### src/rtl/core/checkerboard_floor_ray_hit_assert.svh
// ----------------------------------------------------------------------------
// Checkerboard floor ray hit: assertion macros
// Concurrent check wrappers; they expand to nothing in synthesis builds.
// ----------------------------------------------------------------------------
`ifndef CHECKERBOARD_FLOOR_RAY_HIT_ASSERT_SVH
`define CHECKERBOARD_FLOOR_RAY_HIT_ASSERT_SVH

`ifndef SYNTHESIS
// Property holds in the same cycle as its trigger
`define CFRH_ASSERT(lbl, clk, rst, prop) \
   lbl: assert property (@(posedge clk) disable iff (rst) prop) \
      else $error("cfrh assertion failed");
// Property holds in the cycle after its trigger
`define CFRH_ASSERT_NEXT(lbl, clk, rst, pre, post) \
   lbl: assert property (@(posedge clk) disable iff (rst) pre |=> post) \
      else $error("cfrh next-cycle assertion failed");
`else
`define CFRH_ASSERT(lbl, clk, rst, prop)
`define CFRH_ASSERT_NEXT(lbl, clk, rst, pre, post)
`endif

`endif

### src/rtl/core/cfrh_pkg.sv
// ----------------------------------------------------------------------------
// Checkerboard floor ray hit: package
// Shared widths, register indexes, configuration struct and helpers.
// ----------------------------------------------------------------------------
package cfrh_pkg;

   localparam int COORD_WIDTH_DEF = 32;
   localparam int CRD_W           = 32;
   localparam int COLOR_W         = 24;
   localparam int LEN_W           = 31;
   localparam int CNT_W           = 16;
   localparam int SPAN_W          = CNT_W + LEN_W;
   localparam int CSR_ADDR_W      = 5;
   localparam int CSR_DATA_W      = 32;
   localparam int REG_IDX_W       = 3;

   // Register indexes (byte address / 4)
   localparam logic [REG_IDX_W-1:0] REG_MAIN_COLOR   = 3'd0;
   localparam logic [REG_IDX_W-1:0] REG_ODD_COLOR    = 3'd1;
   localparam logic [REG_IDX_W-1:0] REG_FLOOR_ORIGIN = 3'd2;
   localparam logic [REG_IDX_W-1:0] REG_TILE_LENGTH  = 3'd3;
   localparam logic [REG_IDX_W-1:0] REG_TILE_COUNT   = 3'd4;

   // Reset values
   localparam logic [COLOR_W-1:0] MAIN_COLOR_RST   = 24'hFFFFFF;
   localparam logic [COLOR_W-1:0] ODD_COLOR_RST    = 24'h000000;
   localparam logic [CRD_W-1:0]   FLOOR_ORIGIN_RST = 32'hFE0C0000;
   localparam logic [LEN_W-1:0]   TILE_LENGTH_RST  = 31'h00140000;
   localparam logic [CNT_W-1:0]   TILE_COUNT_RST   = 16'd50;

   // Distance reported on a miss: -1.0
   localparam logic [CRD_W-1:0]   MISS_DISTANCE    = 32'hFFFF0000;

   typedef struct packed {
      logic [COLOR_W-1:0] main_color;
      logic [COLOR_W-1:0] odd_color;
      logic [CRD_W-1:0]   floor_origin;
      logic [LEN_W-1:0]   tile_length;
      logic [CNT_W-1:0]   tile_count;
   } cfg_type;

   // Read the low cw bits as two's complement
   function automatic logic [CRD_W-1:0] sext_crd(input logic [CRD_W-1:0] v, input int cw);
      logic [CRD_W-1:0] r;
      r = v;
      for (int i = 0; i < CRD_W; i++) begin
         if (i >= cw) begin
            r[i] = v[cw-1];
         end
      end
      return r;
   endfunction

   // Magnitude of a signed coordinate, as unsigned
   function automatic logic [CRD_W-1:0] mag_crd(input logic [CRD_W-1:0] v);
      return v[CRD_W-1] ? (~v + 1'b1) : v;
   endfunction

endpackage

### src/rtl/core/cfrh_csr.sv
// ----------------------------------------------------------------------------
// Checkerboard floor ray hit: register file
// APB-style write/read of the colour and floor geometry registers.
// ----------------------------------------------------------------------------
module cfrh_csr (
   input  logic                                clock,
   input  logic                                reset,
   input  logic                                csr_psel,
   input  logic                                csr_penable,
   input  logic                                csr_pwrite,
   input  logic [cfrh_pkg::CSR_ADDR_W-1:0]     csr_paddr,
   input  logic [cfrh_pkg::CSR_DATA_W-1:0]     csr_pwdata,
   output logic [cfrh_pkg::CSR_DATA_W-1:0]     csr_prdata,
   output logic                                csr_pready,
   output cfrh_pkg::cfg_type                   cfg
);

   cfrh_pkg::cfg_type cfg_ff;
   logic [cfrh_pkg::REG_IDX_W-1:0] idx;
   logic wr;

   assign idx        = csr_paddr[cfrh_pkg::CSR_ADDR_W-1:2];
   assign wr         = csr_psel && csr_penable && csr_pwrite;
   assign csr_pready = 1'b1;
   assign cfg        = cfg_ff;

   // Write registers on the access beat
   always_ff @(posedge clock) begin
      if (reset) begin
         cfg_ff.main_color   <= cfrh_pkg::MAIN_COLOR_RST;
         cfg_ff.odd_color    <= cfrh_pkg::ODD_COLOR_RST;
         cfg_ff.floor_origin <= cfrh_pkg::FLOOR_ORIGIN_RST;
         cfg_ff.tile_length  <= cfrh_pkg::TILE_LENGTH_RST;
         cfg_ff.tile_count   <= cfrh_pkg::TILE_COUNT_RST;
      end else if (wr) begin
         case (idx)
            cfrh_pkg::REG_MAIN_COLOR: begin
               cfg_ff.main_color <= csr_pwdata[cfrh_pkg::COLOR_W-1:0];
            end
            cfrh_pkg::REG_ODD_COLOR: begin
               cfg_ff.odd_color <= csr_pwdata[cfrh_pkg::COLOR_W-1:0];
            end
            cfrh_pkg::REG_FLOOR_ORIGIN: begin
               cfg_ff.floor_origin <= csr_pwdata[cfrh_pkg::CRD_W-1:0];
            end
            cfrh_pkg::REG_TILE_LENGTH: begin
               cfg_ff.tile_length <= csr_pwdata[cfrh_pkg::LEN_W-1:0];
            end
            cfrh_pkg::REG_TILE_COUNT: begin
               cfg_ff.tile_count <= csr_pwdata[cfrh_pkg::CNT_W-1:0];
            end
            default: begin
            end
         endcase
      end
   end

   // Read mux
   always_comb begin
      csr_prdata = '0;
      case (idx)
         cfrh_pkg::REG_MAIN_COLOR:   csr_prdata = {8'h00, cfg_ff.main_color};
         cfrh_pkg::REG_ODD_COLOR:    csr_prdata = {8'h00, cfg_ff.odd_color};
         cfrh_pkg::REG_FLOOR_ORIGIN: csr_prdata = cfg_ff.floor_origin;
         cfrh_pkg::REG_TILE_LENGTH:  csr_prdata = {1'b0, cfg_ff.tile_length};
         cfrh_pkg::REG_TILE_COUNT:   csr_prdata = {16'h0000, cfg_ff.tile_count};
         default:                    csr_prdata = '0;
      endcase
   end

endmodule

### config.mk
export PLATFORM = sky130hd
export DESIGN_NAME = cfrh_csr
export DESIGN_NICKNAME = d
export VERILOG_FILES = /design/src/rtl/core/checkerboard_floor_ray_hit_assert.svh /design/src/rtl/core/cfrh_pkg.sv /design/src/rtl/core/cfrh_csr.sv
export SDC_FILE = /design/constraint.sdc
export NUM_CORES = 1
export LEC_CHECK = 0
export BUFFER_PORTS_ARGS = -buffer_cell sky130_fd_sc_hd__buf_4
export CELL_PAD_IN_SITES_DETAIL_PLACEMENT = 1
export CELL_PAD_IN_SITES_GLOBAL_PLACEMENT = 1
export CORE_MARGIN = 2
export CORE_UTILIZATION = 37
export DETAILED_ROUTE_END_ITERATION = 10
export MAX_ROUTING_LAYER = met4
export PLACE_DENSITY_LB_ADDON = 0.1
export SYNTH_ARGS = -nofsm -noshare
export SYNTH_HDL_FRONTEND = slang
export SYNTH_SLANG_ARGS = --single-unit
### constraint.sdc
create_clock -name clock -period 4.4 [get_ports clock]
set_input_delay 0.66 -clock clock [delete_from_list [all_inputs] [get_ports clock]]
set_output_delay 0.66 -clock clock [all_outputs]
set_load 0.03 [all_outputs]
==> flow_metrics.py, run 1 <==
metrics = {
    "floorplan": {
        "rows": 47,
        "die_area_um2": 17700,
        "die_y_um": 133,
        "die_w_um": 133,
        "core_area_um2": 16400,
        "pin_count": 202,
        "initial_core_util_pct": 37.4,
    },
    "cells_and_area": {
        "largest_reg_flops": 127,
        "finalInstanceArea_um2": 8330,
        "diodes": 0,
        "utilization_pct": 50.8,
        "fin_nets": 842,
        "drive_above_1_share_pct": 33.1,
        "syn_to_final_growth_pct": 35.6,
    },
    "power": {
        "combPwrFrac_pct": 9.2,
        "p_leak_nw": 3.56,
        "p_sw_share_pct": 23.6,
        "ir_drop_mv": 0.266,
        "pwr-share-clk_pct": 52.1,
        "power.density_nw_per_um2": 362,
        "p_sw_mw": 0.711,
        "p_seq_share_pct": 38.7,
        "p_total_mw": 3.01,
        "intPower_mw": 2.30,
    },
    "grt": {
        "grt_overflow": 0,
        "grt_pass1_wl_mm": 31.5,
        "grtUsageTotal_pct": 23.5,
        "grt_pass1_vias": 5761,
        "antenna_found_initial": 0,
        "grt_max_degree": 104,
    },
    "synthesis": {
        "synth-seq-area-share_pct": 41.4,
        "synthArstFlopShare_pct": 0,
        "synth_top_area_share_pct": 41.4,
        "synth_top_family_by_area": "multiplexers",
        "ys_types": 29,
        "synthAdderAreaFrac_pct": 0,
        "synth_compound_area_share_pct": 9.29,
        "syn_inst": 633,
        "ys_ff_latch": 127,
        "synth.top_cells.by_count": "dfxtp_1 (127), mux2i_1 (111), nand2b_1 (99)",
        "synth.largest_area_cell": "dfxtp_1",
        "synth_xor_area_share_pct": 0,
        "synthFlopType": "dfxtp_1",
        "synth_edf_count": 0,
        "syn_avg_cell_area_um2": 9.71,
        "yosys-top-cells-area": "dfxtp_1 (41%), mux2i_1 (18%), nand2b_1 (10%)",
        "synthSimpleGateAreaFrac_pct": 20.3,
        "syn_nets": 675,
        "synth.cell_area_um2": 6140,
        "ys_warn_count": 0,
        "muxShareOfSynthArea_pct": 24.0,
        "synth.most_common_cell": "dfxtp_1",
    },
    "clock_network": {
        "clk_pin_slew_worst_paths_ns": 0.06,
        "postCtsHoldBufs": 0,
        "cts_resized": 0,
        "clock_latency_ns": 0.42,
        "htree_num_levels": 4,
        "post_cts_buffers": 0,
        "numCtsBuffers": 17,
        "clk_path_buf_depth": 2,
        "cts_tree": "built",
        "clock-root-buffer": "clkbuf_16",
        "cts_sinks": 127,
    },
    "setup_path": {
        "cp.arrival_ns": 2.65,
        "r2r_setup_slack_ns": 3.54,
        "r2r-start": "cfg[47]",
        "crit_path_end_kind": "output pin",
        "slowest_delay_ns": 0.90,
        "cp-start-kind": "input pin",
        "cp_common_cell": "buf_4",
        "rr_endpoint": "cfg[47]",
        "critical_path.startpoint": "csr_paddr[4]",
        "crit_chain": "buf_4, nor2b_2, a22oi_1, o22ai_1, buf_4",
        "critical_path_class": "in2out",
        "crit_fanout": 30,
        "reg2reg_depth": 3,
        "cp_slowest_cell": "nor2b_2",
        "required_ns": 3.74,
    },
    "route": {
        "avgViaCountPerCell": 5.17,
        "drcViolationCount": 0,
        "ant_nets": 0,
        "vias": 5344,
        "first_iter_violations": 229,
        "drt_first_pass_iters": 4,
        "wl_per_cell_um": 19.4,
        "wl_mm": 20.0,
    },
    "sta": {
        "relSlewSlack_pct": 24.1,
        "rsz0062_at_grt": "no",
        "fin_crit_sh_pct": 75.1,
        "tightest_slew_ns": 1.14,
        "setup_viol": 0,
        "clock-skew-final_ns": 0,
        "max_clock_freq_mhz": 303,
        "fin_crit_ns": 3.31,
        "drv_slew": 0,
        "fin_setup_tns_ns": 0,
        "finalHoldViolations": 0,
        "fin_ws_ns": 1.09,
    },
    "hold_path": {
        "worst_hold_path.num_cells": 2,
        "hold_path.class": "reg2reg",
        "hp-start": "cfg[8]",
        "holdPathEnd": "cfg[8]",
    },
    "placement": {
        "io_buffer_count": 198,
        "place_congestion": 0.733,
        "dp_slack_ns": 1.08,
        "placedInstanceArea_um2": 7660,
        "place_hpwl_mm": 13.1,
    },
    "run_status": {
        "status": "finished clean",
    },
    "flow_run": {
        "cap_violations": 0,
    },
}
==> cell families (layout without fill, tap and decap cells) <==
family / after synthesis / count (layout)
compound gates: 94 / 94
buf+inv: 56 / 236
flops: 127 / 127
mux: 135 / 135
other cells: 1 / 1
simple gates: 220 / 220
==> worst max-delay path: cells and delay by family <==
kind	cells	cell delay, ns
AND/OR/NAND/NOR	1	0.90
buffers and inverters	2	0.58
AO/OA/AOI/OAI	2	0.50
==> stage by stage <==
stage	cells	hold slack, ns
after CTS	1033	0.498
after detailed placement	1001	0.485
after global placement	1001	0.477
final	1033	0.495
after floorplan	633	0.604
after global routing	1033	0.511
==> metal layers <==
layer	global-route usage (%)	vias up	share of wire, %
li1	-	2515	-
met1	26.7	2643	41
met2	41.6	150	52
met3	3.83	36	4.4
met4	8.90	0	2.2
met5	-	-	0
==> power groups by stage <==
stage | logic, mW | clock network (mW) | registers, mW
floorplan | 0.161 | 0 | 1.21
global placement | 0.271 | 0 | 1.19
finish | 0.277 | 1.57 | 1.17
detailed placement | 0.279 | 0 | 1.19
global route | 0.296 | 1.65 | 1.17
CTS | 0.280 | 1.60 | 1.17
==> cells in the final DEF (no fill, tap or decap), drive strengths merged, types with 5 or more instances in the layout <==
cell      n
nand2b   99
mux4      8
bufinv    5
a22oi    32
dfxtp   127
nor2b    33
nor2     78
clkbuf   19
mux2i   111
mux2     16
buf     204
o22ai    16
o21ai    46
==> how the worst max path moves through the flow <==
stage | endpoint | slack (ns) | depth (start not counted)
floorplan | csr_prdata[0] | 1.77 | 5
global placement | csr_prdata[1] | 1.18 | 5
detailed placement | csr_prdata[9] | 1.08 | 5
CTS | csr_prdata[9] | 1.09 | 5
global route | csr_prdata[9] | 1.0 | 5
finish | csr_prdata[9] | 1.09 | 5
==> final cells by class <==
type                            instances  area, um^2
Fill cell                            1850        8080
Clock buffer                           19         453
Sequential cell                       127        2540
Tap cell                              220         275
Timing Repair Buffer                  204        1540
Clock inverter                         13         211
Multi-Input combinational cell        450        3300
(Power assumes the default switching activity.)
==> run 2: changes to the inputs <==
==> constraint.sdc (replaced) <==
create_clock -name clock -period 3.08 [get_ports clock]
set_input_delay 0.462 -clock clock [delete_from_list [all_inputs] [get_ports clock]]
set_output_delay 0.462 -clock clock [all_outputs]
set_load 0.03 [all_outputs]
==> flow_metrics.py, run 2 (same netlist as run 1, synthesis figures left out) <==
metrics = {
    "route": {
        "top_layer": "met4",
        "wl_mm": 20.4,
        "wl_met1_mm": 8.84,
        "wl_per_cell_um": 19.5,
        "avgViaCountPerCell": 5.19,
        "vias": 5422,
        "ant_nets": 0,
        "route.met2.wl_mm": 10.2,
        "wl_met3_mm": 1.01,
        "drt_first_pass_iters": 4,
        "drcViolationCount": 0,
        "first_iter_violations": 307,
    },
    "setup_path": {
        "critical_path_class": "in2out",
        "slowest_delay_ns": 0.88,
        "path_buf_inv": 2,
        "path_delay_family": "simple AND/OR/NAND/NOR gates",
        "cp_common_cell": "buf_4",
        "crit_path_end_kind": "output pin",
        "required_ns": 2.62,
        "cp-start-kind": "input pin",
        "cp_slowest_cell": "nor2_2",
        "cp.arrival_ns": 2.27,
        "crit_fanout": 23,
        "crit_chain": "buf_4, nor2_2, a22oi_1, o22ai_1, buf_4",
    },
    "clock_network": {
        "clock_latency_ns": 0.42,
        "cts_tree": "built",
        "clock-root-buffer": "clkbuf_16",
        "post_cts_buffers": 0,
        "postCtsHoldBufs": 0,
        "cts_sinks": 127,
        "clk_pin_slew_worst_paths_ns": 0.06,
        "cts_resized": 0,
        "htree_num_levels": 4,
        "clk_path_buf_depth": 2,
        "numCtsBuffers": 17,
    },
    "floorplan": {
        "initial_core_util_pct": 37.4,
        "core_area_um2": 16400,
        "pin_count": 202,
        "die_w_um": 133,
        "die_y_um": 133,
        "die_area_um2": 17700,
        "rows": 47,
    },
    "sta": {
        "fin_crit_ns": 2.73,
        "fin_ws_ns": 0.346,
        "setup_viol": 0,
        "rsz0062_at_grt": "no",
        "max_clock_freq_mhz": 366,
        "fin_setup_tns_ns": 0,
        "fin_crit_sh_pct": 88.8,
        "clock-skew-final_ns": 0,
        "relSlewSlack_pct": 27.3,
        "tightest_slew_ns": 1.09,
        "drv_slew": 0,
        "finalHoldViolations": 0,
    },
    "cells_and_area": {
        "drive_above_1_share_pct": 33.9,
        "layout_commonest_cell": "buf_4",
        "syn_to_final_growth_pct": 37.2,
        "fin_cells": 1044,
        "largest_reg_flops": 127,
        "layout_common_cells": "buf_4 (213), dfxtp_1 (127), mux2i_1 (111)",
        "fin_nets": 853,
        "diodes": 0,
    },
    "power": {
        "p_leak_nw": 3.64,
        "ir_drop_mv": 0.370,
        "power.density_nw_per_um2": 520,
        "p_total_mw": 4.38,
    },
    "flow_run": {
        "cap_violations": 0,
    },
    "grt": {
        "antenna_found_initial": 0,
        "grt_pass1_vias": 5626,
        "grtUsageTotal_pct": 23.9,
        "grt_overflow": 0,
        "grt_pass1_wl_mm": 31.8,
        "grt_max_degree": 70,
    },
    "hold_path": {
        "hold_path.class": "in2reg",
    },
    "run_status": {
        "status": "finished clean",
    },
    "placement": {
        "io_buffer_count": 198,
        "place_congestion": 0.774,
        "dp_cells": 1012,
        "dp_slack_ns": 0.386,
        "place_hpwl_mm": 13.8,
    },
}
-- run 2: cell count changes in the layout (fill, tap and decap cells not counted) --
cell,previous run,this run
buf_4,203,213
clkinv_2,1,5
clkinv_4,3,0
clkinvlp_4,4,1
buf_12,1,2
bufinv_16,5,6
clkbuf_1,0,1
-- run 2: metal layers --
metal / vias to the layer above / track usage [%]
met1: 2696 / 28.8
met4: 0 / 7.41
met2: 149 / 40.2
met5: - / -
met3: 27 / 4.67
li1: 2550 / -
-- run 2: final cells by class --
type	count	area [um^2]
sequential	127	2540
clock inverter	12	213
clock buffer	20	457
timing repair buffer	215	1640
tap	220	275
multi-input combinational	450	3300
fill	1841	7980
-- run 2: tightest hold or removal path, stage by stage --
cell and delay (ns):
buf_4 0.08, nor2_1 0.03, mux2i_1 0.11
-- run 2: path summary, 6_finish.rpt --
path	startpoint	to	slack (ns)	cells after the start
setup / recovery	csr_paddr[3]	csr_prdata[9]	0.35	5
hold / removal	csr_pwdata[31]	cfg[78]	0.30	3
setup reg to reg	cfg[71]	cfg[71]	2.23	3
hold reg to reg	cfg[95]	cfg[95]	0.49	2
-- run 2: report_power, final --
| part | leakage, nW | switching, mW | internal [mW] | total [mW] |
|---|---|---|---|---|
| sequential | 1.03 | 0.0110 | 1.66 | 1.67 |
| combinational | 2.28 | 0.244 | 0.162 | 0.407 |
| clock | 0.330 | 0.753 | 1.55 | 2.31 |
| total | 3.64 | 1.01 | 3.37 | 4.38 |
-- run 2: per-stage QoR --
step	hold WS, ns	instance area, um^2	utilization (%)
after floorplan	0.604	6140	-
after global placement	0.475	7760	47.3
after detailed placement	0.482	7760	47.3
after CTS	0.289	8430	51.4
after global routing	0.302	8430	51.4
final	0.298	8430	51.4
==> run 3: changes to the inputs <==
--- a/config.mk
+++ b/config.mk
@@ -8,6 +8,7 @@
 export BUFFER_PORTS_ARGS = -buffer_cell sky130_fd_sc_hd__buf_4
 export CELL_PAD_IN_SITES_DETAIL_PLACEMENT = 1
 export CELL_PAD_IN_SITES_GLOBAL_PLACEMENT = 1
+export CORE_ASPECT_RATIO = 1.1
 export CORE_MARGIN = 2
 export CORE_UTILIZATION = 37
 export DETAILED_ROUTE_END_ITERATION = 10
==> flow_metrics.py, run 3 (same netlist as run 1, synthesis figures left out) <==
metrics = {
    "setup_path": {
        "crit_fanout": 29,
        "crit_path_end_kind": "output pin",
        "cp.arrival_ns": 2.33,
        "critical_path_class": "in2out",
        "crit_chain": "buf_4, nor2_2, a22oi_1, o22ai_1, buf_4",
        "required_ns": 2.62,
        "cp_common_cell": "buf_4",
        "cp_slowest_cell": "nor2_2",
        "cp-start-kind": "input pin",
        "slowest_delay_ns": 0.93,
    },
    "clock_network": {
        "cts_resized": 0,
        "clk_pin_slew_worst_paths_ns": 0.06,
        "post_cts_buffers": 0,
        "clock-root-buffer": "clkbuf_16",
        "cts_tree": "built",
        "clock_latency_ns": 0.42,
        "htree_num_levels": 4,
        "numCtsBuffers": 17,
        "cts_sinks": 127,
        "postCtsHoldBufs": 0,
        "clk_path_buf_depth": 2,
    },
    "power": {
        "p_total_mw": 4.49,
        "ir_drop_mv": 0.331,
        "p_leak_nw": 3.63,
        "power.density_nw_per_um2": 532,
    },
    "cells_and_area": {
        "diodes": 0,
        "largest_reg_flops": 127,
        "layout_commonest_cell": "buf_4",
        "syn_to_final_growth_pct": 37.4,
        "fillCellCount": 1816,
        "fin_nets": 850,
        "finalInstanceArea_um2": 8440,
        "fin_cells": 1025,
        "utilization_pct": 51.8,
        "layout_common_cells": "buf_4 (209), dfxtp_1 (127), mux2i_1 (111)",
        "drive_above_1_share_pct": 33.7,
    },
    "sta": {
        "finalHoldViolations": 0,
        "max_clock_freq_mhz": 358,
        "fin_crit_sh_pct": 90.6,
        "holdWs_ns": 0.312,
        "fin_setup_tns_ns": 0,
        "drv_slew": 0,
        "relSlewSlack_pct": 22.5,
        "setup_viol": 0,
        "fin_ws_ns": 0.289,
        "rsz0062_at_grt": "no",
        "fin_crit_ns": 2.79,
        "clock-skew-final_ns": 0,
        "tightest_slew_ns": 1.16,
    },
    "grt": {
        "use_met3_pct": 4.94,
        "use_met1_pct": 29.2,
        "grt_max_degree": 77,
        "grtUsageTotal_pct": 24.1,
        "grt_pass1_wl_mm": 32.3,
        "grt_overflow": 0,
        "top_usage_layer": "met2",
        "met2_usage_pct": 40.3,
        "grt_pass1_vias": 5850,
        "antenna_found_initial": 0,
    },
    "floorplan": {
        "rows": 49,
        "die_area_um2": 17700,
        "initial_core_util_pct": 37.7,
        "die_w_um": 127,
        "die_y_um": 139,
        "pin_count": 202,
        "core_area_um2": 16300,
    },
    "hold_path": {
        "hold_path.class": "in2reg",
    },
    "route": {
        "ant_nets": 0,
        "wl_mm": 20.3,
        "drt_first_pass_iters": 4,
        "wl_per_cell_um": 19.8,
        "first_iter_violations": 256,
        "vias": 5418,
        "avgViaCountPerCell": 5.29,
        "drcViolationCount": 0,
    },
    "placement": {
        "place_hpwl_mm": 13.7,
        "io_buffer_count": 198,
        "place_congestion": 0.760,
        "dp_slack_ns": 0.297,
        "placedInstanceArea_um2": 7730,
        "dp_cells": 993,
    },
    "run_status": {
        "status": "finished clean",
    },
    "flow_run": {
        "cap_violations": 0,
    },
}
run 3: final timing paths:
kind / to / from / cells past startpoint / slack, ns
worst max-delay path: csr_prdata[11] / csr_paddr[2] / 5 / 0.29
worst min-delay path: cfg[113] / csr_pwdata[10] / 3 / 0.31
worst max register to register: cfg[68] / cfg[68] / 3 / 2.21
worst min register to register: cfg[100] / cfg[100] / 2 / 0.50
run 3: where the power goes:
group,switching (mW),internal [mW]
Clock,0.772,1.65
Sequential,0.0109,1.66
Combinational,0.244,0.161
run 3: critical path: cells and delay by family:
kind	cells	cell delay [ns]
AND/OR/NAND/NOR	1	0.93
AO/OA/AOI/OAI	2	0.47
buffers and inverters	2	0.46
run 3: metal layers:
layer / part of all wire (%) / up-vias
li1: - / 2543
met1: 43 / 2677
met2: 50 / 168
met3: 4.9 / 30
met4: 1.7 / 0
met5: 0 / -
run 3: cell type report:
class                   instances  area [um^2]  share of cell area (%)
multi-input cells             450         3300                    39.1
flip-flops and latches        127         2540                    30.1
repair buffers                212         1630                    19.3
clock buffers                  19          453                    5.37
clock inverters                13          259                    3.07
well taps                     204          255                    3.02
